File: config.mk
export PLATFORM = sky130hd
export DESIGN_NAME = two_mul
export DESIGN_NICKNAME = d
export VERILOG_FILES = /design/src/rtl/two_mul.sv
export SDC_FILE = /design/constraint.sdc
export NUM_CORES = 2
export LEC_CHECK = 0
export ABC_AREA = 1
export BUFFER_PORTS_ARGS = -buffer_cell sky130_fd_sc_hd__buf_2
export CAP_MARGIN = 10
export CORE_UTILIZATION = 50
export DETAILED_ROUTE_END_ITERATION = 10
export HOLD_SLACK_MARGIN = 0.15
export PLACE_DENSITY = 0.7
export SYNTH_ARGS = -nofsm -noshare
export SYNTH_HDL_FRONTEND = slang
export SYNTH_SLANG_ARGS = --single-unit
File: constraint.sdc
create_clock -name clock -period 6.23 [get_ports clock]
set_input_delay 0 -clock clock [delete_from_list [all_inputs] [get_ports clock]]
set_output_delay 0 -clock clock [all_outputs]
set_load 0.02 [all_outputs]
File: src/rtl/two_mul.sv
module two_mul (
   input  logic                clock,
   input  logic                reset,
   input  logic                start,
   input  logic signed [63:0]  a,
   input  logic signed [32:0]  b,
   output logic                done,
   output logic signed [96:0]  p
);

   logic [63:0]        amag_ff, amag_in;
   logic [95:0]        acc_ff, acc_in;
   logic               neg_ff, neg_in;
   logic [1:0]         cnt_ff, cnt_in;
   logic               run_ff, run_in;
   logic               fin_ff, fin_in;
   logic               done_ff, done_in;
   logic signed [96:0] p_ff, p_in;

   logic [63:0] a_abs;
   logic [32:0] b_abs;
   logic [71:0] pp;
   logic [71:0] sum;

   always_comb begin
      a_abs = a[63] ? 64'(-a) : 64'(a);
      b_abs = b[32] ? 33'(-b) : 33'(b);
      pp    = 72'(amag_ff) * 72'(acc_ff[7:0]);
      sum   = {8'b0, acc_ff[95:32]} + pp;

      amag_in = amag_ff;
      acc_in  = acc_ff;
      neg_in  = neg_ff;
      cnt_in  = cnt_ff;
      run_in  = run_ff;
      fin_in  = 1'b0;
      done_in = 1'b0;
      p_in    = p_ff;

      if (start) begin
         amag_in = a_abs;
         acc_in  = {64'b0, b_abs[31:0]};
         neg_in  = a[63] ^ b[32];
         cnt_in  = 2'd0;
         run_in  = 1'b1;
      end else if (run_ff) begin
         acc_in = {sum, acc_ff[31:8]};
         cnt_in = cnt_ff + 2'd1;
         if (cnt_ff == 2'd3) begin
            run_in = 1'b0;
            fin_in = 1'b1;
         end
      end

      if (fin_ff) begin
         p_in    = neg_ff ? -$signed({1'b0, acc_ff}) : $signed({1'b0, acc_ff});
         done_in = 1'b1;
      end
   end

   always_ff @(posedge clock) begin
      if (reset) begin
         run_ff  <= 1'b0;
         fin_ff  <= 1'b0;
         done_ff <= 1'b0;
         cnt_ff  <= 2'd0;
      end else begin
         run_ff  <= run_in;
         fin_ff  <= fin_in;
         done_ff <= done_in;
         cnt_ff  <= cnt_in;
      end
   end

   always_ff @(posedge clock) begin
      amag_ff <= amag_in;
      acc_ff  <= acc_in;
      neg_ff  <= neg_in;
      p_ff    <= p_in;
   end

   assign done = done_ff;
   assign p    = p_ff;

endmodule

Word-level counts from Yosys, hierarchy flattened:

Cells that the tools add are included.

* output and inout bits: 98
* logic and storage cells: 33
* memories kept: 0
* memory bits (read-only): 0
* RAM bits: 0
* flip-flop bits (word level): 263
* bits in latches: 0

* $lt $le $gt $ge: 0
* reductions and logical operators: 3
* $mul: 1
* div/mod/pow operators: 0
* eq/ne operators: 1
* shift-type cells: 0
* muxes and demuxes: 10
* add/sub/neg operators: 5
* bitwise gates (word level): 2

Operators with widths (number)
* $neg 96->97: 1
* $mux 32: 3
* $mux 96: 1
* $add 64x72->72: 1
* $mul 64x8->72: 1
* $neg 64->64: 1
* $mux 63: 1
* $neg 32->32: 1
* $mux 1: 5
* $reduce_or 3->1: 1
* $add 2x1->2 const B: 1
* $eq 2x2->1 const B: 1
* $reduce_bool 2->1: 1
* $reduce_or 2->1: 1
* $not 1->1: 1
* $xor 1x1->1: 1

Logic depth before layout (Yosys ltp):

* depth in word-level cells: 4
* depth in mapped cells: 29

Worst setup path before layout:

No wires, ideal clock.

* kind: reg2reg
* start point: register acc_ff[4]
* end point: register acc_ff[93]
* setup time: 0.109 ns
* setup slack: 1.496 ns
* clock period less this slack: 4.734 ns
* arrival: 4.625 ns
* cell stages (with the launch flop): 23
* cell sequence: edfxtp_1 clkbuf_1 buf_1 nand2_1 fa_1 inv_1 fa_1 fa_1 inv_1 fa_1 inv_1 ha_1 nand2_1 nor2_1 inv_1 nor2_1 inv_1 nor4_1 nand2_1 nand3_1 nand3_1 nand2_1 inv_1

* cells in the longest elaborated chain, start to end: 2

Ends and longest elaborated chain
* start: declaration: line 12 `logic [95:0] acc_ff, acc_in;`
* start signal: assignment: line 77 `acc_ff <= acc_in;`
* $mul 64x8->72: line 28 `pp = 72'(amag_ff) * 72'(acc_ff[7:0]);`
* $add 64x72->72: line 29 `sum = {8'b0, acc_ff[95:32]} + pp;`

No other way between the ends.
A chain may end at the register's enable or synchronous reset.

Worst setup path in the final report:

* start point: register acc_ff[4]
* end point: register acc_ff[89]

Same word-level chain as after synthesis.

==> impl_metrics.sql <==
INSERT INTO impl_metrics (metric_group, metric, value, unit) VALUES
('placed_design', 'port_buffers', '197', ''),
('synth', 'ys_top_cells_by_area', 'sky130_fd_sc_hd__fa_1, sky130_fd_sc_hd__edfxtp_1, sky130_fd_sc_hd__nand2_1', ''),
('detailed_routing', 'num_vias', '31900', ''),
('detailed_routing', 'via_to_cell_ratio', '5.20', ''),
('grt', 'initial_antenna_violation_count', '1', ''),
('cells_and_area', 'areaGrowthSynthToFinish', '12.5', '%'),
('timing', 'period_share', '90.8', '%'),
('die', 'design.core.area', '0.0691', 'mm²'),
('cells_and_area', 'diodes', '0', ''),
('synth', 'synth_edf_count', '194', ''),
('synth', 'ys_warn_count', '0', ''),
('clock_network', 'clock_slew_seen_by_the_registers_of_the_worst_setup_and_hold_paths', '0.08', 'ns'),
('setup_path', 'worst_ep_arrival', '6.19', 'ns'),
('cells_and_area', 'layout.cells.most_common', 'sky130_fd_sc_hd__nand2_1', ''),
('setup_path', 'critical_path_class', 'reg -> reg', ''),
('synth', 'synth_area_leader_cell', 'sky130_fd_sc_hd__fa_1', ''),
('die', 'die_area', '0.0713', 'mm²'),
('timing', 'grt_setup_unrepaired', 'false', ''),
('detailed_routing', 'drt_first_pass_iters', '6', ''),
('setup_path', 'r2r-end', 'acc_ff[89]', ''),
('grt', 'grt_pass1_wl', '183', 'mm'),
('setup_path', 'critPathMaxFanout', '27', ''),
('min_path', 'hold_path.startpoint', 'a[63]', ''),
('placed_design', 'gp_congestion', '1.04', ''),
('timing', 'final.setup.tns', '0', 'ns'),
('die', 'die_w', '267', 'µm'),
('clock_network', 'numCtsBuffers', '30', ''),
('setup_path', 'end_kind', 'flip-flop', ''),
('cells_and_area', 'fill_cells', '6613', ''),
('timing', 'setup_viols_final', '0', ''),
('synth', 'synth_async_sr_flop_share', '0', '%'),
('setup_path', 'cp.required', '6.76', 'ns'),
('cells_and_area', 'nNetsFinal', '5802', ''),
('detailed_routing', 'routed_wire_length_per_instance', '19.3', 'µm'),
('timing', 'pin_slew_with_the_least_headroom_to_its_limit', '1.05', 'ns'),
('timing', 'final_max_slew_viol_count', '0', ''),
('synth', 'yosys.cell_types.count', '51', ''),
('timing', 'hold_ws', '0.180', 'ns'),
('clock_network', 'clkLatencyLatePin', '0.63', 'ns'),
('setup_path', 'crit_path_start_kind', 'flip-flop', ''),
('cells_and_area', 'area_taken_by_multi_input_logic_gates', '0.0224', 'mm²'),
('detailed_routing', 'antenna_violating_nets_post_route', '0', ''),
('setup_path', 'worst_r2r_path_depth', '21', ''),
('placed_design', 'detailed_place.area', '0.0369', 'mm²'),
('placed_design', 'detail_placement_hpwl', '96.2', 'mm'),
('synth', 'synth_sequential_area_ratio', '20.5', '%'),
('timing', 'fmax', '0.177', 'GHz'),
('run_status', 'outcome', 'finished clean', ''),
('detailed_routing', 'drt-total-wl', '118', 'mm'),
('synth', 'ys_ff_latch', '263', ''),
('synth', 'synthDominantCellAreaShare', '24.8', '%'),
('synth', 'post_synth.cell_area_avg', '7.14', 'µm²'),
('timing', 'final.min_clock_period', '5.66', 'ns'),
('die', 'floorplan.io_pins', '198', ''),
('grt', 'grt_use_total', '33.9', '%'),
('setup_path', 'r2r-start', 'acc_ff[4]', ''),
('synth', 'syn_area', '0.0351', 'mm²'),
('timing', 'max_slew_margin', '29.2', '%'),
('clock_network', 'tritoncts', 'yes', ''),
('detailed_routing', 'first_iter_violations', '3008', ''),
('synth', 'syn_nets', '5552', ''),
('synth', 'postSynthCellCount', '4920', ''),
('timing', 'finalClockSkew', '0.0374', 'ns'),
('clock_network', 'post_cts_buffers', '0', ''),
('cells_and_area', 'mostFrequentLayoutCells', 'sky130_fd_sc_hd__nand2_1, sky130_fd_sc_hd__inv_1, sky130_fd_sc_hd__fa_1, sky130_fd_sc_hd__nor2_1, sky130_fd_sc_hd__buf_2', ''),
('flow_run', 'drv.max_cap_violation_count', '0', ''),
('min_path', 'holdCritPathClass', 'in -> reg', ''),
('setup_path', 'regToRegSetupSlack', '0.57', 'ns'),
('clock_network', 'cts-htree-levels', '1', ''),
('die', 'chipHeight', '267', 'µm'),
('grt', 'overflow', '0', '');
==> repair_timing <==
action	in CTS	in global routing
endpoints found under the hold margin	113	0
gates resized for setup	0	0
hold buffers	162	0
==> flip-flops by register name (all words and copies together), names as in the netlist <==
| signal | flops |
|---|---|
| cnt_ff | 2 |
| p | 97 |
| fin_ff | 1 |
| done | 1 |
| neg_ff | 1 |
| run_ff | 1 |
| acc_ff | 96 |
| amag_ff | 64 |
==> metal layers <==
metal | routed length, µm | vias up | share of wire [%] | global-route usage, %
met4 | 4750 | 2 | 4.0 | 11.1
met1 | 50500 | 15100 | 43 | 47.4
li1 | - | 15000 | - | -
met2 | 52900 | 1497 | 45 | 54.4
met5 | 13 | - | 0.011 | 0
met3 | 9950 | 235 | 8.4 | 4.30
==> final cells by class <==
cell class                 instances  share of cell area [%]
multi-input combinational       3202                    56.6
sequential                       263                    18.2
inverter                        1283                    12.2
timing repair buffer             390                    7.51
tap                              931                    2.95
clock buffer                      34                    1.94
clock inverter                    19                   0.532
==> synth_stat cells, drive strengths merged (10+ instances only) <==
cell type  number
fa            436
clkinv         10
nor2          421
clkbuf        147
nand3         180
xnor2          40
edfxtp        194
inv          1273
ha             96
nor3           45
o21ai         190
nor4           22
xor2          160
nand2        1326
buf            25
nand4          70
a21oi         164
dfxtp          69
==> per-stage QoR <==
stage,setup WS [ns],util [%],instances
2_1_floorplan,1.50,-,4920
6_report,0.571,57.2,6122
3_3_place_gp,0.632,53.5,5907
4_1_cts,0.667,57.2,6122
3_5_place_dp,0.676,53.5,5907
5_1_grt,0.426,57.2,6122
==> cells by family after synthesis <==
group / share of synthesized area (%)
flip-flops: 20.5
AND/OR/NAND/NOR: 24.6
adder cells (fa/ha/maj): 28.3
AO/OA/AOI/OAI: 5.84
XOR/XNOR: 4.99
buffers and inverters: 15.8
==> worst max-delay path by stage <==
stage | slack [ns] | startpoint | end
2_1_floorplan | 1.50 | acc_ff[4] | acc_ff[93]
3_3_place_gp | 0.63 | acc_ff[4] | acc_ff[89]
3_5_place_dp | 0.68 | acc_ff[4] | acc_ff[89]
4_1_cts | 0.67 | acc_ff[4] | acc_ff[89]
5_1_grt | 0.43 | acc_ff[4] | acc_ff[89]
6_report | 0.57 | acc_ff[4] | acc_ff[89]
==> worst max-delay path, cell delays in order (launching register included) <==
cell and delay (ns):
sky130_fd_sc_hd__edfxtp_1 0.39, sky130_fd_sc_hd__buf_4 0.42, sky130_fd_sc_hd__nand2_1 0.15, sky130_fd_sc_hd__fa_1 0.55, sky130_fd_sc_hd__inv_1 0.05, sky130_fd_sc_hd__fa_1 0.48, sky130_fd_sc_hd__fa_1 0.55, sky130_fd_sc_hd__inv_1 0.05
sky130_fd_sc_hd__fa_1 0.55, sky130_fd_sc_hd__inv_1 0.05, sky130_fd_sc_hd__ha_1 0.52, sky130_fd_sc_hd__nand2_1 0.18, sky130_fd_sc_hd__nor2_1 0.17, sky130_fd_sc_hd__inv_1 0.07, sky130_fd_sc_hd__nor2_1 0.28, sky130_fd_sc_hd__nand2_1 0.21
sky130_fd_sc_hd__nor3_1 0.29, sky130_fd_sc_hd__nand2_1 0.17, sky130_fd_sc_hd__nand3_1 0.10, sky130_fd_sc_hd__nand3_1 0.14, sky130_fd_sc_hd__nand2_1 0.11, sky130_fd_sc_hd__inv_1 0.04
Power is left out: the tool's default activity adds up to more than one toggle a clock period on the data nets, which glitch-free logic cannot reach.
