<file path="config.mk">
export PLATFORM = sky130hd
export DESIGN_NAME = two_div
export DESIGN_NICKNAME = d
export VERILOG_FILES = /design/src/rtl/two_div.sv
export SDC_FILE = /design/constraint.sdc
export NUM_CORES = 1
export LEC_CHECK = 0
export BUFFER_PORTS_ARGS = -buffer_cell sky130_fd_sc_hd__buf_2
export CAP_MARGIN = 10
export CELL_PAD_IN_SITES_DETAIL_PLACEMENT = 0
export CELL_PAD_IN_SITES_GLOBAL_PLACEMENT = 1
export CORE_AREA = 2 2 138 140
export CTS_CLUSTER_DIAMETER = 40
export CTS_CLUSTER_SIZE = 30
export DETAILED_ROUTE_END_ITERATION = 7
export DIE_AREA = 0 0 140 142
export PLACE_DENSITY = 0.79
export SYNTH_ARGS = -nofsm -noshare
export SYNTH_HDL_FRONTEND = slang
export SYNTH_SLANG_ARGS = --single-unit
export TNS_END_PERCENT = 100
</file>
<file path="constraint.sdc">
create_clock -name clock -period 6.6 [get_ports clock]
set_input_delay 0.66 -clock clock [delete_from_list [all_inputs] [get_ports clock]]
set_output_delay 0.66 -clock clock [all_outputs]
set_load 0.02 [all_outputs]
</file>
<file path="src/rtl/two_div.sv">
module two_div (
   input  logic        clock,
   input  logic        reset,
   input  logic        start,
   input  logic [63:0] num,
   input  logic [31:0] den,
   output logic        done,
   output logic [30:0] quo,
   output logic        sat
);

   logic [31:0] rem_ff, rem_in;
   logic [30:0] nlo_ff, nlo_in;
   logic [30:0] q_ff, q_in;
   logic [31:0] den_ff, den_in;
   logic        sat_ff, sat_in;
   logic [4:0]  cnt_ff, cnt_in;
   logic        run_ff, run_in;
   logic        done_ff, done_in;

   logic [32:0] r2;
   logic [32:0] r2_sub;
   logic        qb;

   always_comb begin
      r2     = {rem_ff, nlo_ff[30]};
      r2_sub = r2 - {1'b0, den_ff};
      qb     = (r2 >= {1'b0, den_ff});

      rem_in  = rem_ff;
      nlo_in  = nlo_ff;
      q_in    = q_ff;
      den_in  = den_ff;
      sat_in  = sat_ff;
      cnt_in  = cnt_ff;
      run_in  = run_ff;
      done_in = 1'b0;

      if (start) begin
         sat_in = (num >= {1'b0, den, 31'b0});
         rem_in = num[62:31];
         nlo_in = num[30:0];
         den_in = den;
         q_in   = '0;
         cnt_in = 5'd0;
         run_in = 1'b1;
      end else if (run_ff) begin
         rem_in = qb ? r2_sub[31:0] : r2[31:0];
         q_in   = {q_ff[29:0], qb};
         nlo_in = {nlo_ff[29:0], 1'b0};
         cnt_in = cnt_ff + 5'd1;
         if (cnt_ff == 5'd30) begin
            run_in  = 1'b0;
            done_in = 1'b1;
         end
      end
   end

   always_ff @(posedge clock) begin
      if (reset) begin
         run_ff  <= 1'b0;
         done_ff <= 1'b0;
         cnt_ff  <= 5'd0;
      end else begin
         run_ff  <= run_in;
         done_ff <= done_in;
         cnt_ff  <= cnt_in;
      end
   end

   always_ff @(posedge clock) begin
      rem_ff <= rem_in;
      nlo_ff <= nlo_in;
      q_ff   <= q_in;
      den_ff <= den_in;
      sat_ff <= sat_in;
   end

   assign done = done_ff;
   assign quo  = q_ff;
   assign sat  = sat_ff;

endmodule

</file>
# [After elaboration in Yosys (flattened, before gate mapping)]
# Index checks and enable logic that the tools add are counted.
[word_totals] out_inout_bits=33 word_cells=26 reg_bits=134 inputBits=99
[classes] n_eq_ne=1 bitwise_logic=1 muxes=9 n_addsub=2 magnitude_cmp=2 n_reduce_logical=3
[op_table] operator="$mux W32" count=3
[op_table] operator="$ge A64 B63 Y1" count=1
[op_table] operator="$mux W31" count=2
[op_table] operator="$ge A33 B32 Y1" count=1
[op_table] operator="$sub A32 B32 Y32" count=1
[op_table] operator="$add A5 B1 Y5 const B" count=1
[op_table] operator="$eq A5 B5 Y1 const B" count=1
[op_table] operator="$mux W1" count=4
[op_table] operator="$reduce_or A3 Y1" count=1
[op_table] operator="$reduce_bool A2 Y1" count=1
[op_table] operator="$reduce_or A2 Y1" count=1
[op_table] operator="$not A1 Y1" count=1

# [Logic depth before layout (Yosys ltp)]
[logic_depth] ltp_word=4 ltp_mapped=13

# [Worst setup path after synthesis]
# No wires, ideal clock.
[synth_timing] path_kind="register to register" from="reg nlo_ff[30]" to="reg rem_ff[16] (data pin)" setup_ns=0.260 path_slack_ns=3.688 synth_period_minus_slack_ns=2.912 t_arrival_ns=2.652 stages_incl_launch_ff=14 cell_sequence="edfxtp_1 > inv_1 > ha_1 > inv_1 > fa_1 > a21o_1 > a221oi_2 > nor3_1 > nand3b_4 > a211o_1 > a21oi_1 > xor2_1 > o21ai_1 > mux2_2"
[synth_via] elab_chain_len=4 word_cells_on_any_way=5
[synth_rtl] element="from (decl)" line_no="13" source="logic [30:0] nlo_ff, nlo_in;"
[synth_rtl] element="from (signal assigned)" line_no="73" source="nlo_ff <= nlo_in;"
[synth_rtl] element="$sub A32 B32 Y32 / $ge A33 B32 Y1 (equally long branches)" line_no="27, 28"
[synth_rtl] element="$mux W32 (*)" line_no="48" source="rem_in = qb ? r2_sub[31:0] : r2[31:0];"
[synth_rtl] element="$mux W32 (*)" line_no="47" source="end else if (run_ff) begin"
[synth_rtl] element="$mux W32 (*)" line_no="39" source="if (start) begin"
[synth_rtl] element="named net rem_in[16]" line_no="12" source="logic [31:0] rem_ff, rem_in;"
[synth_rtl] element="to (signal assigned)" line_no="72" source="rem_ff <= rem_in;"
[synth_rtl] element="to (decl)" line_no="12"
# Mark *: on every way through the listed nets, which the timed path passes. The rest lies on a longest branch. The select of a mux whose other input is x is not followed.
# A chain may end at the register's enable or synchronous reset.

# [Worst setup path in the final report]
[layout_timing] from="reg rem_ff[19]" to="reg rem_ff[22] (data pin)"
[layout_via] elab_chain_len=4 word_cells_on_any_way=5
[layout_rtl] element="$sub A32 B32 Y32 / $ge A33 B32 Y1 (equally long branches)" line_no="27, 28"
[layout_rtl] element="$mux W32 (*)" line_no="48"
[layout_rtl] element="$mux W32 (*)" line_no="47"
[layout_rtl] element="$mux W32 (*)" line_no="39"
[layout_rtl] element="named net rem_in[22]" line_no="12"
# Marked as above.

==> implementation parameters <==
Parameter                              Value

Setup path
  Top delay family on crit path    compound AO/OA/AOI/OAI gates
  Largest fanout on the critical path    33
  Crit path buffers/inverters    1
  Critical Path Max Stage Delay    around 0.63 ns
  Endpoint arrival time on the critical path    roughly 3.7 ns
  Ordered list of cells on the worst path    ha_1 -> a21oi_1 -> o21ai_1 -> or3_1 -> o21ai_1 -> nor2_2 -> a211oi_4 -> buf_4 -> nor2_1 -> a211oi_1 -> a21oi_1
  Cell with the largest stage delay on the worst path    sky130_fd_sc_hd__a211oi_4
  Sort of element at the start of the critical path    register
  Path type of the worst setup path    register to register
  Crit. End Element    register
  Required time at the worst-slack endpoint    between 6 and 7 ns

Die
  Horiz. Die Dim    140 um
  Starting density of the core    between 40% and 50%
  Die area    0.01988 mm^2
  Row count    50
  Die Span Y    roughly 140 um
  Placeable Area    ~0.018 mm^2
  # IOs    about 130

Place
  Estimated wirelength of the detail-placed design    12760 um
  Count of input and output buffers    around 130
  Number of placed cells counting well taps    1129
  Global placement routability congestion    ~0.85

Timing
  Tightest slew margin relative to the limit    approximately 28%
  Transition at the pin with the smallest max-transition slack    between 1 and 1.5 ns
  Setup repair after global routing missed its margin    no
  Setup TNS    0 ns
  Final Hold Violating Endpoints    0
  Max Freq    between 0.2 and 0.3 GHz
  Period minus WS final    3.551 ns
  Period utilization    53.80%
  Final setup violating endpoints    0
  Setup Skew    0.01353 ns
  Max-slew violations    0

Run status
  Failing checks    DRC
  Result of the run    finished, violations left

Routing
  DRC    3
  Via density per instance    between 5 and 6
  Sum of routed wire length over all layers    ~18000 um
  Detailed-route via count    ~6000
  Post-detailed-route count of antenna-violating nets    0
  Routed wire per std cell    15.36 um
  Number of iterations in the first detailed-routing pass    8
  Iter 0 DRT Violations    roughly 390

Finish
  Antenna diode count    0
  P&R area growth vs syn    17.80%
  Non-filler cells, final    about 1200
  Nets@finish    1081
  End-of-flow core utilization    51.95%
  Fraction of final layout cells with drive strength greater than 1    24.68%

Clock tree
  Clock slew seen by the registers of the worst setup and hold paths    around 0.06 ns
  Cts repair resizes    0
  Clock sinks    between 100 and 150
  Number of buffers on the longest clock path    2
  Hold_buf cts    0
  Number of buffers inserted during clock tree synthesis    17
  Number of setup buffers added after CTS    0
  Number of H-tree levels    4
  Latest clock arrival within the worst-skew pair    approximately 0.43 ns
  Clock tree from TritonCTS    done
  Cell at the root of the clock tree    sky130_fd_sc_hd__clkbuf_16

Power and ir drop
  Total Power Consumption    roughly 3.4 mW
  Static leakage    4.288 nW
  Power density normalized to cell area    about 350 mW/mm^2
  Max IR drop VDD    approximately 0.00018 V

Global routing
  GRT Overall Usage    between 15 and 20%
  Largest net degree at the start of global routing    ~80
  Number of antenna violations at the first check in global routing    0
  Via count of the first global-routing pass    around 5900
  First-pass GRT wire length    ~29000 um
  Global-route congestion overflow total    0

Yosys
  Mapped Cells    between 700 and 800
  Most frequently used flop master after synthesis    sky130_fd_sc_hd__edfxtp_1
  Count of distinct cell types in the synthesized netlist    55
  Sequential element share of the synthesized area    roughly 45%
  Post-synth ARST share    0%
  Mean instance size in the synthesized netlist    between 10 and 15 um^2
  Count of flip-flops with a built-in enable after synthesis    96
  Synth Net Count    963
  Warnings, synthesis    0
  Count of state elements after synthesis    between 100 and 150
  Mapped cell area    roughly 0.0081 mm^2

Flow run
  Max-capacitance violation count    0

Min path
  Type of the tightest min-delay check    input pin to register
cell usage after synthesis (3+ instances only):
cell type                  instances  share of area [%]
sky130_fd_sc_hd__a211o_1           3               0.32
sky130_fd_sc_hd__a211oi_1         14                1.3
sky130_fd_sc_hd__a21o_1           22                2.0
sky130_fd_sc_hd__a21oi_1          53                3.3
sky130_fd_sc_hd__a31oi_1           6               0.46
sky130_fd_sc_hd__and3_1            8               0.62
sky130_fd_sc_hd__buf_1             3               0.14
sky130_fd_sc_hd__buf_2            10               0.62
sky130_fd_sc_hd__buf_4             4               0.37
sky130_fd_sc_hd__clkbuf_1         19               0.88
sky130_fd_sc_hd__dfxtp_1          38                9.3
sky130_fd_sc_hd__edfxtp_1         96                 35
sky130_fd_sc_hd__ha_1             66                 10
sky130_fd_sc_hd__inv_1            77                3.6
sky130_fd_sc_hd__mux2_2           48                6.6
sky130_fd_sc_hd__mux2i_1          34                4.2
sky130_fd_sc_hd__nand2_1          48                2.2
sky130_fd_sc_hd__nand2b_1          6               0.46
sky130_fd_sc_hd__nand3_1          10               0.62
sky130_fd_sc_hd__nand4_1          17                1.3
sky130_fd_sc_hd__nor2_1           65                3.0
sky130_fd_sc_hd__nor2b_1           7               0.54
sky130_fd_sc_hd__nor3_1           10               0.62
sky130_fd_sc_hd__nor4_1           11               0.85
sky130_fd_sc_hd__o21a_1            6               0.55
sky130_fd_sc_hd__o21ai_0          21                1.3
sky130_fd_sc_hd__o21ai_1          26                1.6
sky130_fd_sc_hd__o31ai_1           3               0.28
sky130_fd_sc_hd__or2_2             5               0.38
sky130_fd_sc_hd__xnor2_1          12                1.3
sky130_fd_sc_hd__xor2_1           19                2.0
worst register-to-register path: stages, from the launching register on:
cell and delay (ns):
sky130_fd_sc_hd__edfxtp_1 0.39, sky130_fd_sc_hd__ha_1 0.40, sky130_fd_sc_hd__a21oi_1 0.24, sky130_fd_sc_hd__o21ai_1 0.14, sky130_fd_sc_hd__or3_1 0.38, sky130_fd_sc_hd__o21ai_1 0.10
sky130_fd_sc_hd__nor2_2 0.11, sky130_fd_sc_hd__a211oi_4 0.63, sky130_fd_sc_hd__buf_4 0.47, sky130_fd_sc_hd__nor2_1 0.10, sky130_fd_sc_hd__a211oi_1 0.22, sky130_fd_sc_hd__a21oi_1 0.08
final timing paths:
path / end / from / depth (start not counted) / slack [ns]
worst min register to register: quo[30]$_SDFFE_PP0P_ / quo[30]$_SDFFE_PP0P_ / 2 / 0.51
worst max register to register: rem_ff[22]$_DFFE_PP_ / rem_ff[19]$_DFFE_PP_ / 11 / 3.05
worst max-delay path: rem_ff[22]$_DFFE_PP_ / rem_ff[19]$_DFFE_PP_ / 11 / 3.05
worst min-delay path: run_ff$_SDFF_PP0_ / reset / 2 / 0.39
layer usage:
metal | share of wire (%) | vias to the layer above | GRT usage [%]
li1 | - | 3113 | -
met1 | 48 | 2879 | 23.33
met2 | 46 | 130 | 30.08
met3 | 5.0 | 16 | 5.283
met4 | 1.1 | 0 | 5.051
met5 | 0 | - | 0
cell type report:
cell class | count | area (um^2)
Fill cell | 1705 | 8869
Inverter | 77 | 289.0
Sequential cell | 134 | 3645
Clock buffer | 18 | 450.4
Clock inverter | 14 | 171.4
Multi-Input combinational cell | 550 | 4043
Timing Repair Buffer | 135 | 695.7
Tap cell | 234 | 292.8
cell usage in the layout (no fill, tap or decap), types with 14 or more instances in the layout:
master / instances
sky130_fd_sc_hd__buf_2: 130
sky130_fd_sc_hd__edfxtp_1: 96
sky130_fd_sc_hd__inv_1: 77
sky130_fd_sc_hd__ha_1: 66
sky130_fd_sc_hd__nor2_1: 65
sky130_fd_sc_hd__a21oi_1: 53
sky130_fd_sc_hd__nand2_1: 48
sky130_fd_sc_hd__mux2_2: 48
sky130_fd_sc_hd__dfxtp_1: 37
sky130_fd_sc_hd__mux2i_1: 34
sky130_fd_sc_hd__o21ai_1: 26
sky130_fd_sc_hd__a21o_1: 22
sky130_fd_sc_hd__o21ai_0: 21
sky130_fd_sc_hd__xor2_1: 19
sky130_fd_sc_hd__clkbuf_16: 18
sky130_fd_sc_hd__nand4_1: 17
sky130_fd_sc_hd__a211oi_1: 14
sequential cells by signal, indices dropped and copies added, names as in the netlist:
| signal | count |
|---|---|
| cnt_ff | 5 |
| den_ff | 32 |
| done | 1 |
| nlo_ff | 31 |
| quo | 31 |
| rem_ff | 32 |
| run_ff | 1 |
| sat | 1 |
logic make-up after synthesis:
| group | share of synthesized area (%) |
|---|---|
| compound gates | 13.21 |
| xor+xnor | 3.336 |
| simple gates | 11.92 |
| fa+ha+maj | 10.39 |
| buf+inv | 5.551 |
| flops | 44.77 |
| mux | 10.82 |
where the power goes:
part,internal [mW],total (mW),switching (mW)
Clock,0.567,0.991,0.425
Sequential,1.05,1.12,0.0613
Combinational,0.547,1.26,0.717
Total,2.17,3.37,1.20
metrics by stage:
step / area, um^2 / hold slack, ns / setup WS [ns]
floorplan: 8138 / 0.4653 / 3.688
global placement: 8950 / 0.4844 / 2.719
detailed placement: 8950 / 0.4911 / 2.640
CTS: 9572 / 0.3737 / 2.621
global route: 9587 / 0.3823 / 2.747
finish: 9587 / 0.3944 / 3.049
No activity file was read; power rests on OpenSTA's default activity.
