### config.mk
export PLATFORM = sky130hd
export DESIGN_NAME = two_cordic
export DESIGN_NICKNAME = d
export VERILOG_FILES = /design/src/rtl/two_pkg.sv /design/src/rtl/two_cordic.sv
export SDC_FILE = /design/constraint.sdc
export NUM_CORES = 1
export LEC_CHECK = 0
export BUFFER_PORTS_ARGS = -buffer_cell sky130_fd_sc_hd__buf_2
export CORE_MARGIN = 2
export CORE_UTILIZATION = 40
export DETAILED_ROUTE_END_ITERATION = 12
export SLEW_MARGIN = 20
export SYNTH_ARGS = -nofsm -noshare
export SYNTH_HDL_FRONTEND = slang
export SYNTH_SLANG_ARGS = --single-unit
### constraint.sdc
create_clock -name clock -period 9.5 [get_ports clock]
set_input_delay 0.95 -clock clock [delete_from_list [all_inputs] [get_ports clock]]
set_output_delay 0.95 -clock clock [all_outputs]
set_load 0.05 [all_outputs]
### src/rtl/two_pkg.sv
package two_pkg;

   localparam int CORDIC_STEPS_DEF = 24;

   localparam int CFG_W = 24;

   localparam logic [1:0] OP_UPDATE = 2'd0;
   localparam logic [1:0] OP_LOAD   = 2'd1;
   localparam logic [1:0] OP_CLEAR  = 2'd2;

   localparam logic [1:0] CSR_WHEEL_DIAM = 2'd0;
   localparam logic [1:0] CSR_LEFT_OFS   = 2'd1;
   localparam logic [1:0] CSR_RIGHT_OFS  = 2'd2;
   localparam logic [1:0] CSR_BACK_OFS   = 2'd3;

   localparam logic [CFG_W-1:0] WHEEL_DIAM_RST = 24'd180224;
   localparam logic [CFG_W-1:0] LEFT_OFS_RST   = 24'd352256;
   localparam logic [CFG_W-1:0] RIGHT_OFS_RST  = 24'd352256;
   localparam logic [CFG_W-1:0] BACK_OFS_RST   = 24'd397312;

   localparam logic signed [32:0] DEG_TO_RAD_HALF = 33'sd37480660;
   localparam logic signed [32:0] FOUR_OVER_PI    = 33'sd1367130551;
   localparam logic signed [33:0] CORDIC_GAIN     = 34'sd652032874;
   localparam logic signed [33:0] QUARTER_TURN    = 34'sd1073741824;
   localparam logic signed [33:0] HALF_TURN       = 34'sd2147483648;
   localparam logic [30:0]        ONE_Q30         = 31'h4000_0000;
   localparam logic [30:0]        MAX_Q31         = 31'h7FFF_FFFF;

   function automatic logic [31:0] two_atan(input logic [4:0] idx);
      logic [31:0] v;
      case (idx)
         5'd0:  v = 32'h2000_0000;
         5'd1:  v = 32'h12E4_051E;
         5'd2:  v = 32'h09FB_385B;
         5'd3:  v = 32'h0511_11D4;
         5'd4:  v = 32'h028B_0D43;
         5'd5:  v = 32'h0145_D7E1;
         5'd6:  v = 32'h00A2_F61E;
         5'd7:  v = 32'h0051_7C55;
         5'd8:  v = 32'h0028_BE53;
         5'd9:  v = 32'h0014_5F2F;
         5'd10: v = 32'h000A_2F98;
         5'd11: v = 32'h0005_17CC;
         5'd12: v = 32'h0002_8BE6;
         5'd13: v = 32'h0001_45F3;
         5'd14: v = 32'h0000_A2FA;
         5'd15: v = 32'h0000_517D;
         5'd16: v = 32'h0000_28BE;
         5'd17: v = 32'h0000_145F;
         5'd18: v = 32'h0000_0A30;
         5'd19: v = 32'h0000_0518;
         5'd20: v = 32'h0000_028C;
         5'd21: v = 32'h0000_0146;
         5'd22: v = 32'h0000_00A3;
         5'd23: v = 32'h0000_0051;
         5'd24: v = 32'h0000_0029;
         5'd25: v = 32'h0000_0014;
         5'd26: v = 32'h0000_000A;
         5'd27: v = 32'h0000_0005;
         5'd28: v = 32'h0000_0003;
         5'd29: v = 32'h0000_0001;
         5'd30: v = 32'h0000_0001;
         default: v = 32'h0000_0000;
      endcase
      return v;
   endfunction

   function automatic logic signed [31:0] two_sat32(input logic signed [37:0] v);
      logic signed [31:0] r;
      if (v > 38'sd2147483647) begin
         r = 32'sh7FFF_FFFF;
      end else if (v < -38'sd2147483648) begin
         r = 32'sh8000_0000;
      end else begin
         r = v[31:0];
      end
      return r;
   endfunction

endpackage

### src/rtl/two_cordic.sv
module two_cordic #(
   parameter int CORDIC_STEPS = two_pkg::CORDIC_STEPS_DEF
) (
   input  logic               clock,
   input  logic               reset,
   input  logic               start,
   input  logic [31:0]        ang,
   output logic               done,
   output logic signed [33:0] cos_out,
   output logic signed [33:0] sin_out
);
   import two_pkg::*;

   localparam int CW = $clog2(CORDIC_STEPS);

   logic signed [33:0] x_ff, x_in;
   logic signed [33:0] y_ff, y_in;
   logic signed [33:0] a_ff, a_in;
   logic               neg_ff, neg_in;
   logic [CW-1:0]      cnt_ff, cnt_in;
   logic               run_ff, run_in;
   logic               done_ff, done_in;

   logic signed [33:0] sa;
   logic [4:0]         idx;
   logic signed [33:0] at;
   logic signed [33:0] xs;
   logic signed [33:0] ys;

   always_comb begin
      sa  = $signed({{2{ang[31]}}, ang});
      idx = 5'(cnt_ff);
      at  = $signed({2'b0, two_atan(idx)});
      xs  = x_ff >>> idx;
      ys  = y_ff >>> idx;

      x_in    = x_ff;
      y_in    = y_ff;
      a_in    = a_ff;
      neg_in  = neg_ff;
      cnt_in  = cnt_ff;
      run_in  = run_ff;
      done_in = 1'b0;

      if (start) begin
         x_in   = CORDIC_GAIN;
         y_in   = '0;
         cnt_in = '0;
         run_in = 1'b1;
         if (sa > QUARTER_TURN) begin
            a_in   = sa - HALF_TURN;
            neg_in = 1'b1;
         end else if (sa < -QUARTER_TURN) begin
            a_in   = sa + HALF_TURN;
            neg_in = 1'b1;
         end else begin
            a_in   = sa;
            neg_in = 1'b0;
         end
      end else if (run_ff) begin
         if (!a_ff[33]) begin
            x_in = x_ff - ys;
            y_in = y_ff + xs;
            a_in = a_ff - at;
         end else begin
            x_in = x_ff + ys;
            y_in = y_ff - xs;
            a_in = a_ff + at;
         end
         cnt_in = cnt_ff + CW'(1);
         if (cnt_ff == CW'(CORDIC_STEPS - 1)) begin
            run_in  = 1'b0;
            done_in = 1'b1;
         end
      end
   end

   always_ff @(posedge clock) begin
      if (reset) begin
         run_ff  <= 1'b0;
         done_ff <= 1'b0;
         cnt_ff  <= '0;
      end else begin
         run_ff  <= run_in;
         done_ff <= done_in;
         cnt_ff  <= cnt_in;
      end
   end

   always_ff @(posedge clock) begin
      x_ff   <= x_in;
      y_ff   <= y_in;
      a_ff   <= a_in;
      neg_ff <= neg_in;
   end

   assign done    = done_ff;
   assign cos_out = neg_ff ? -x_ff : x_ff;
   assign sin_out = neg_ff ? -y_ff : y_ff;

endmodule

Word level (Yosys, flattened, before mapping)
Memory sizes are Yosys's and may differ from the RTL's. A register that Yosys moved wholly into a read port is not among the register bits.
Index checks and enable logic that the tools add are counted.
{ "totals": {"out_inout_bits": 69, "rom_bits": 960, "in_bits": 35, "memories": 1, "word_cells": 44, "reg_bits": 110} }
{ "classes": {"add_sub_neg": 11, "eq_ne": 1, "shift": 2, "reduce_logical": 3, "bitwise_logic": 1, "muxes": 16, "n_lt_le_gt_ge": 2} }
{ "mem_list": {"columns": ["memory", "depth", "width", "rd", "rd_ports_with_merged_regs", "write_ports", "line_no", "rtl"], "rows": [
  ["(no name shown)", 32, 30, 1, 1, 0, "two_pkg.sv:31", "case (idx)"]
]} }
{ "op_table": {"columns": ["op", "n"], "rows": [
  ["two-way mux 34 bit", 9],
  ["adder 34 bit", 2],
  ["negation 34 bit", 2],
  [">>> shifter 34 x 5 -> 34 bit", 2],
  ["subtractor 34 bit", 2],
  ["adder 32 x 33 -> 34 bit (second input constant)", 1],
  ["adder 34 x 33 -> 34 bit", 1],
  ["subtractor 32 x 33 -> 34 bit (second input constant)", 1],
  ["subtractor 34 x 33 -> 34 bit", 1],
  ["greater-than comparator 32 bit (second input constant)", 1],
  ["less-than comparator 32 x 31 -> 1 bit (second input constant)", 1],
  ["two-way mux 5 bit", 2],
  ["adder 5 x 1 -> 5 bit (second input constant)", 1],
  ["== test 5 bit (second input constant)", 1],
  ["two-way mux 1 bit", 5],
  ["OR reduction 3 bit", 1],
  ["nonzero test 2 bit", 1],
  ["OR reduction 2 bit", 1],
  ["NOT 1 bit", 1]
]} }

Depth between registers and ports, before layout
{ "logic_depth": {"ltp_word": 4, "ltp_mapped": 29, "ltp_nobuf": 23} }

Worst setup path after synthesis
No wires, ideal clock.
{ "synth_path": {"path_type": "reg2reg", "from": "reg cnt_ff[1]", "to": "reg y_ff[33]", "arrival_ps": 6307, "setup_slack_ps": 3072, "period_less_slack_ps": 6428, "stages_incl_launch_ff": 26, "path_cell_list": "dfxtp_1 > buf_4 > buf_4 > buf_4 > buf_2 > buf_2 > mux2i_1 > o22ai_1 > or2_2 > a211oi_1 > nand4_1 > nor3b_1 > a31oi_1 > xnor2_1 > ha_1 > clkbuf_1 > a211o_1 > a221o_1 > a211oi_1 > a21boi_0 > a31oi_1 > or3_1 > a211oi_1 > or4_1 > mux2i_1 > mux2_2"} }
{ "synth_between": {"elab_chain_len": 3} }
{ "synth_rtl": {"columns": ["element", "line_no", "rtl"], "rows": [
  ["from (decl)", "two_cordic.sv:20", "logic [CW-1:0] cnt_ff, cnt_in;"],
  ["from (signal assigned)", "two_cordic.sv:86", "cnt_ff <= cnt_in;"],
  [">>> shifter 34 x 5 -> 34 bit *", "two_cordic.sv:34", "xs = x_ff >>> idx;"],
  ["adder 34 bit / subtractor 34 bit (equally long branches)", "two_cordic.sv:63, two_cordic.sv:67", null],
  ["two-way mux 34 bit *", "two_cordic.sv:61", "if (!a_ff[33]) begin"],
  ["to (signal assigned)", "two_cordic.sv:92", "y_ff <= y_in;"],
  ["to (decl)", "two_cordic.sv:17", "logic signed [33:0] y_ff, y_in;"]
]} }
Mark *: on every way between the ends. The rest lies on a longest branch, timed or not.
A chain may end at the register's enable or synchronous reset.

Final worst setup path
Ends and elaborated chain as after synthesis.

==> run summary <==
Cts repair resizes: 0
DR iter-0 viols: 1966
Pwr Density: 372 nW/um2
Clock Tree Root: clkbuf_16
Worst EP required: 9.89 ns
Pleak: 8.07 nW
Gr usage total: 27.8%
Reg-to-reg slack, setup: 1.98 ns
Pins Over Slew Limit: 0
N_diodes: 0
Post-synth EDFFs: 35
Final hold viol count: 0
GPL Wtd Cong: 0.974
Via-to-Cell Ratio: 6.26
DR pass1 iterations: 6
Placeable core area: 45500 um2
Die height: 219 um
Die Area: 47900 um2
Final #Nets: 2516
CP top delay family: compound AO/OA/AOI/OAI gates
Cells along the critical path: buf_4, mux4_2, mux2_2, mux2i_1, o211a_1, nand4_1, nor3b_1, and3_1, nor2_1, xor2_1, ha_1, o21ai_0, nand2b_1, a21boi_0, a21boi_0, a31oi_1, or3_1, a211oi_1, o31ai_1, mux2i_1, mux2_2
Slew margin rel.: 30.0%
CP max FO: 53
Synth Flop Type: dfxtp_1
Clock Skews: 0.0274 ns
Final WL: 66400 um
Maximum VDD drop: 0.251 mV
I/O Buffers: 103
Seq/Total Area, Yosys: 17.1%
Status: completed
Top cells by area, synth: dfxtp_1 11%, mux4_2 8.3%, ha_1 7.6%, xnor2_1 6.6%, edfxtp_1 5.7%
Syn-to-layout area delta: 7.40%
Max Cap Viol: 0
Worst Tran Pin Value: 1.05 ns
Crit path DAT: 7.91 ns
Top Ports: 104
Dpl ws: 2.08 ns
DRC: 0
Post-CTS Setup Inserts: 0
Slowest stage cell, crit path: dfxtp_4
Library cells used by synthesis: 84
Initial Util: 40.6%
CTS Buffer Depth: 2
Worst setup margin: 1.98 ns
H-tree depth: 4
Tmin final: 7.52 ns
Crit end category: register
Largest net degree at the start of global routing: 67
Syn Nets: 2542
Netlist Area Pre-Place: 18500 um2
Routed WL per cell: 22.3 um
Synth Instances: 2392
CTS hold repair buffers: 0
Global-route wire length before repair: 103000 um
Fin crit share: 79.1%
Routed vias: 18600
TritonCTS clock tree: built
Share of cells above drive strength 1: 12.7%
Unrepaired setup endpoints after global routing: false
Clk Latency, worst-skew pair: 0.52 ns
YS warnings: 0
Crit-path max cell delay: 0.77 ns
# fillers: 4626
Fmax: 0.133 GHz
Die W: 219 um
Antenna viol nets, final: 0
Fraction of registers with async set/reset: 0%
Final count of negative-setup-slack endpoints: 0
Clock transition at path regs: 0.09 ns
#FFs+latches synth: 140
Critical path class: register to register
Setup TNS: 0 ns
# rows: 78
CP Buf/Inv Count: 1
HPWL after DPL: 49500 um
Synth top area share: 11.4%
CTS buffer count: 17
Vias in the first global route: 17300
Antenna violations before repair: 1
Mapped Avg Cell Area: 7.73 um2
Startpoint types: register
Clk sinks: 140
Synth area leader: dfxtp_1
GR Overflow Total: 0
Worst Hold Class: register to register
-- path summary, 6_finish.rpt --
path / to / cells past startpoint / startpoint
max: y_ff[33]$_SDFFE_PP0P_ / 21 / cnt_ff[1]$_SDFFE_PP0P_
max reg2reg: y_ff[33]$_SDFFE_PP0P_ / 21 / cnt_ff[1]$_SDFFE_PP0P_
min: done$_SDFF_PP0_ / 2 / run_ff$_SDFF_PP0_
min reg2reg: done$_SDFF_PP0_ / 2 / run_ff$_SDFF_PP0_
-- synth_stat cells, types with 19 or more instances --
master and number:
a21oi_1 200, xnor2_1 139, mux2i_1 61, nand3_1 54, and2_1 20, and3_1 21
a21o_1 37, nor3_1 64, o31ai_1 32, edfxtp_1 35, o21a_1 30, mux4_2 68
nor2_1 211, buf_1 19, xor2_1 80, ha_1 112, dfxtp_1 105, clkbuf_1 126
nand2_1 248, or3_1 30, nand2b_1 27, buf_2 23, inv_1 66, o21bai_1 22
o211ai_1 20, a211oi_1 31, a31oi_1 34, o21ai_0 157, mux2_2 35
-- metal layers --
layer	part of all wire (%)	vias up	global-route usage (%)
met2	44	781	42.5
met3	7.5	88	4.49
met5	0	-	0
met4	2.2	0	7.86
li1	-	8821	-
met1	47	8953	40.1
-- registers in the layout, indices dropped and copies added, names as in the netlist --
register	count
neg_ff	1
done	1
x_ff	34
a_ff	34
cnt_ff	5
y_ff	34
run_ff	1
at	30
-- worst register-to-register path, cell delays in order (launching register included) --
cell and delay (ns):
dfxtp_4 0.77, buf_4 0.69, mux4_2 0.61, mux2_2 0.33, mux2i_1 0.22, o211a_1 0.26
nand4_1 0.18, nor3b_1 0.65, and3_1 0.32, nor2_1 0.06, xor2_1 0.17, ha_1 0.34
o21ai_0 0.10, nand2b_1 0.10, a21boi_0 0.21, a21boi_0 0.70, a31oi_1 0.29, or3_1 0.45
a211oi_1 0.29, o31ai_1 0.12, mux2i_1 0.18, mux2_2 0.36
-- power by group --
group	internal (W)	switching (W)
registers	0.000787	0.000440
logic	0.00212	0.00332
clock network	0.000366	0.000351
-- final cells by class --
class                           instances  area (um2)  share of cell area (%)
Timing Repair Buffer                  131         728                    3.67
Sequential cell                       140        3170                    16.0
Clock buffer                           18         450                    2.27
Inverter                               70         263                    1.32
Tap cell                              600         751                    3.78
Multi-Input combinational cell       2006       14400                    72.3
Clock inverter                         14         141                   0.712
-- logic make-up (layout without fill, tap and decap cells) --
group                    after synthesis  in the layout  synth area share [%]
AND/OR/NAND/NOR                      793            793                  20.5
AO/OA/AOI/OAI                        713            713                  24.9
buffers and inverters                246            233                  5.32
XOR/XNOR                             219            219                  10.4
multiplexers                         166            166                  14.0
flip-flops                           140            140                  17.1
adder cells (fa/ha/maj)              115            115                  7.91
-- stage by stage --
step                      utilization [%]  cell area, um2  hold WS, ns  total power, W  std cells
after detailed placement             42.3           19300        0.514         0.00656       2947
final                                43.7           19900        0.522         0.00738       2979
after global routing                 43.7           19900        0.562         0.00795       2979
after global placement               42.3           19300        0.522         0.00650       2947
after CTS                            43.6           19900        0.528         0.00732       2979
after floorplan                         -           18500        0.486         0.00531       2392
-- cells in the final DEF, fill, tap and decap left out, types with 9 or more instances in the layout --
cell type,count
mux2_2,35
or3_1,30
nand3_1,54
inv_1,66
o21ai_0,157
nor3_1,64
inv_8,9
buf_4,29
and2_1,20
edfxtp_1,35
buf_2,102
xor2_1,80
mux4_2,68
o21a_1,30
nand2_1,248
dfxtp_1,99
o41ai_1,11
o21bai_1,22
or4_1,15
nand2b_1,27
nor4_1,17
mux2i_1,61
or2_2,13
a211oi_1,31
o211ai_1,20
o31ai_1,32
o22ai_1,15
nor2b_1,16
a31oi_1,34
nor2_1,210
a22oi_1,17
and3_1,21
a21o_1,37
xnor2_1,139
clkbuf_16,18
a21oi_1,200
nand4_1,15
ha_1,112
Note: power is estimated with default switching activity, not from simulation.
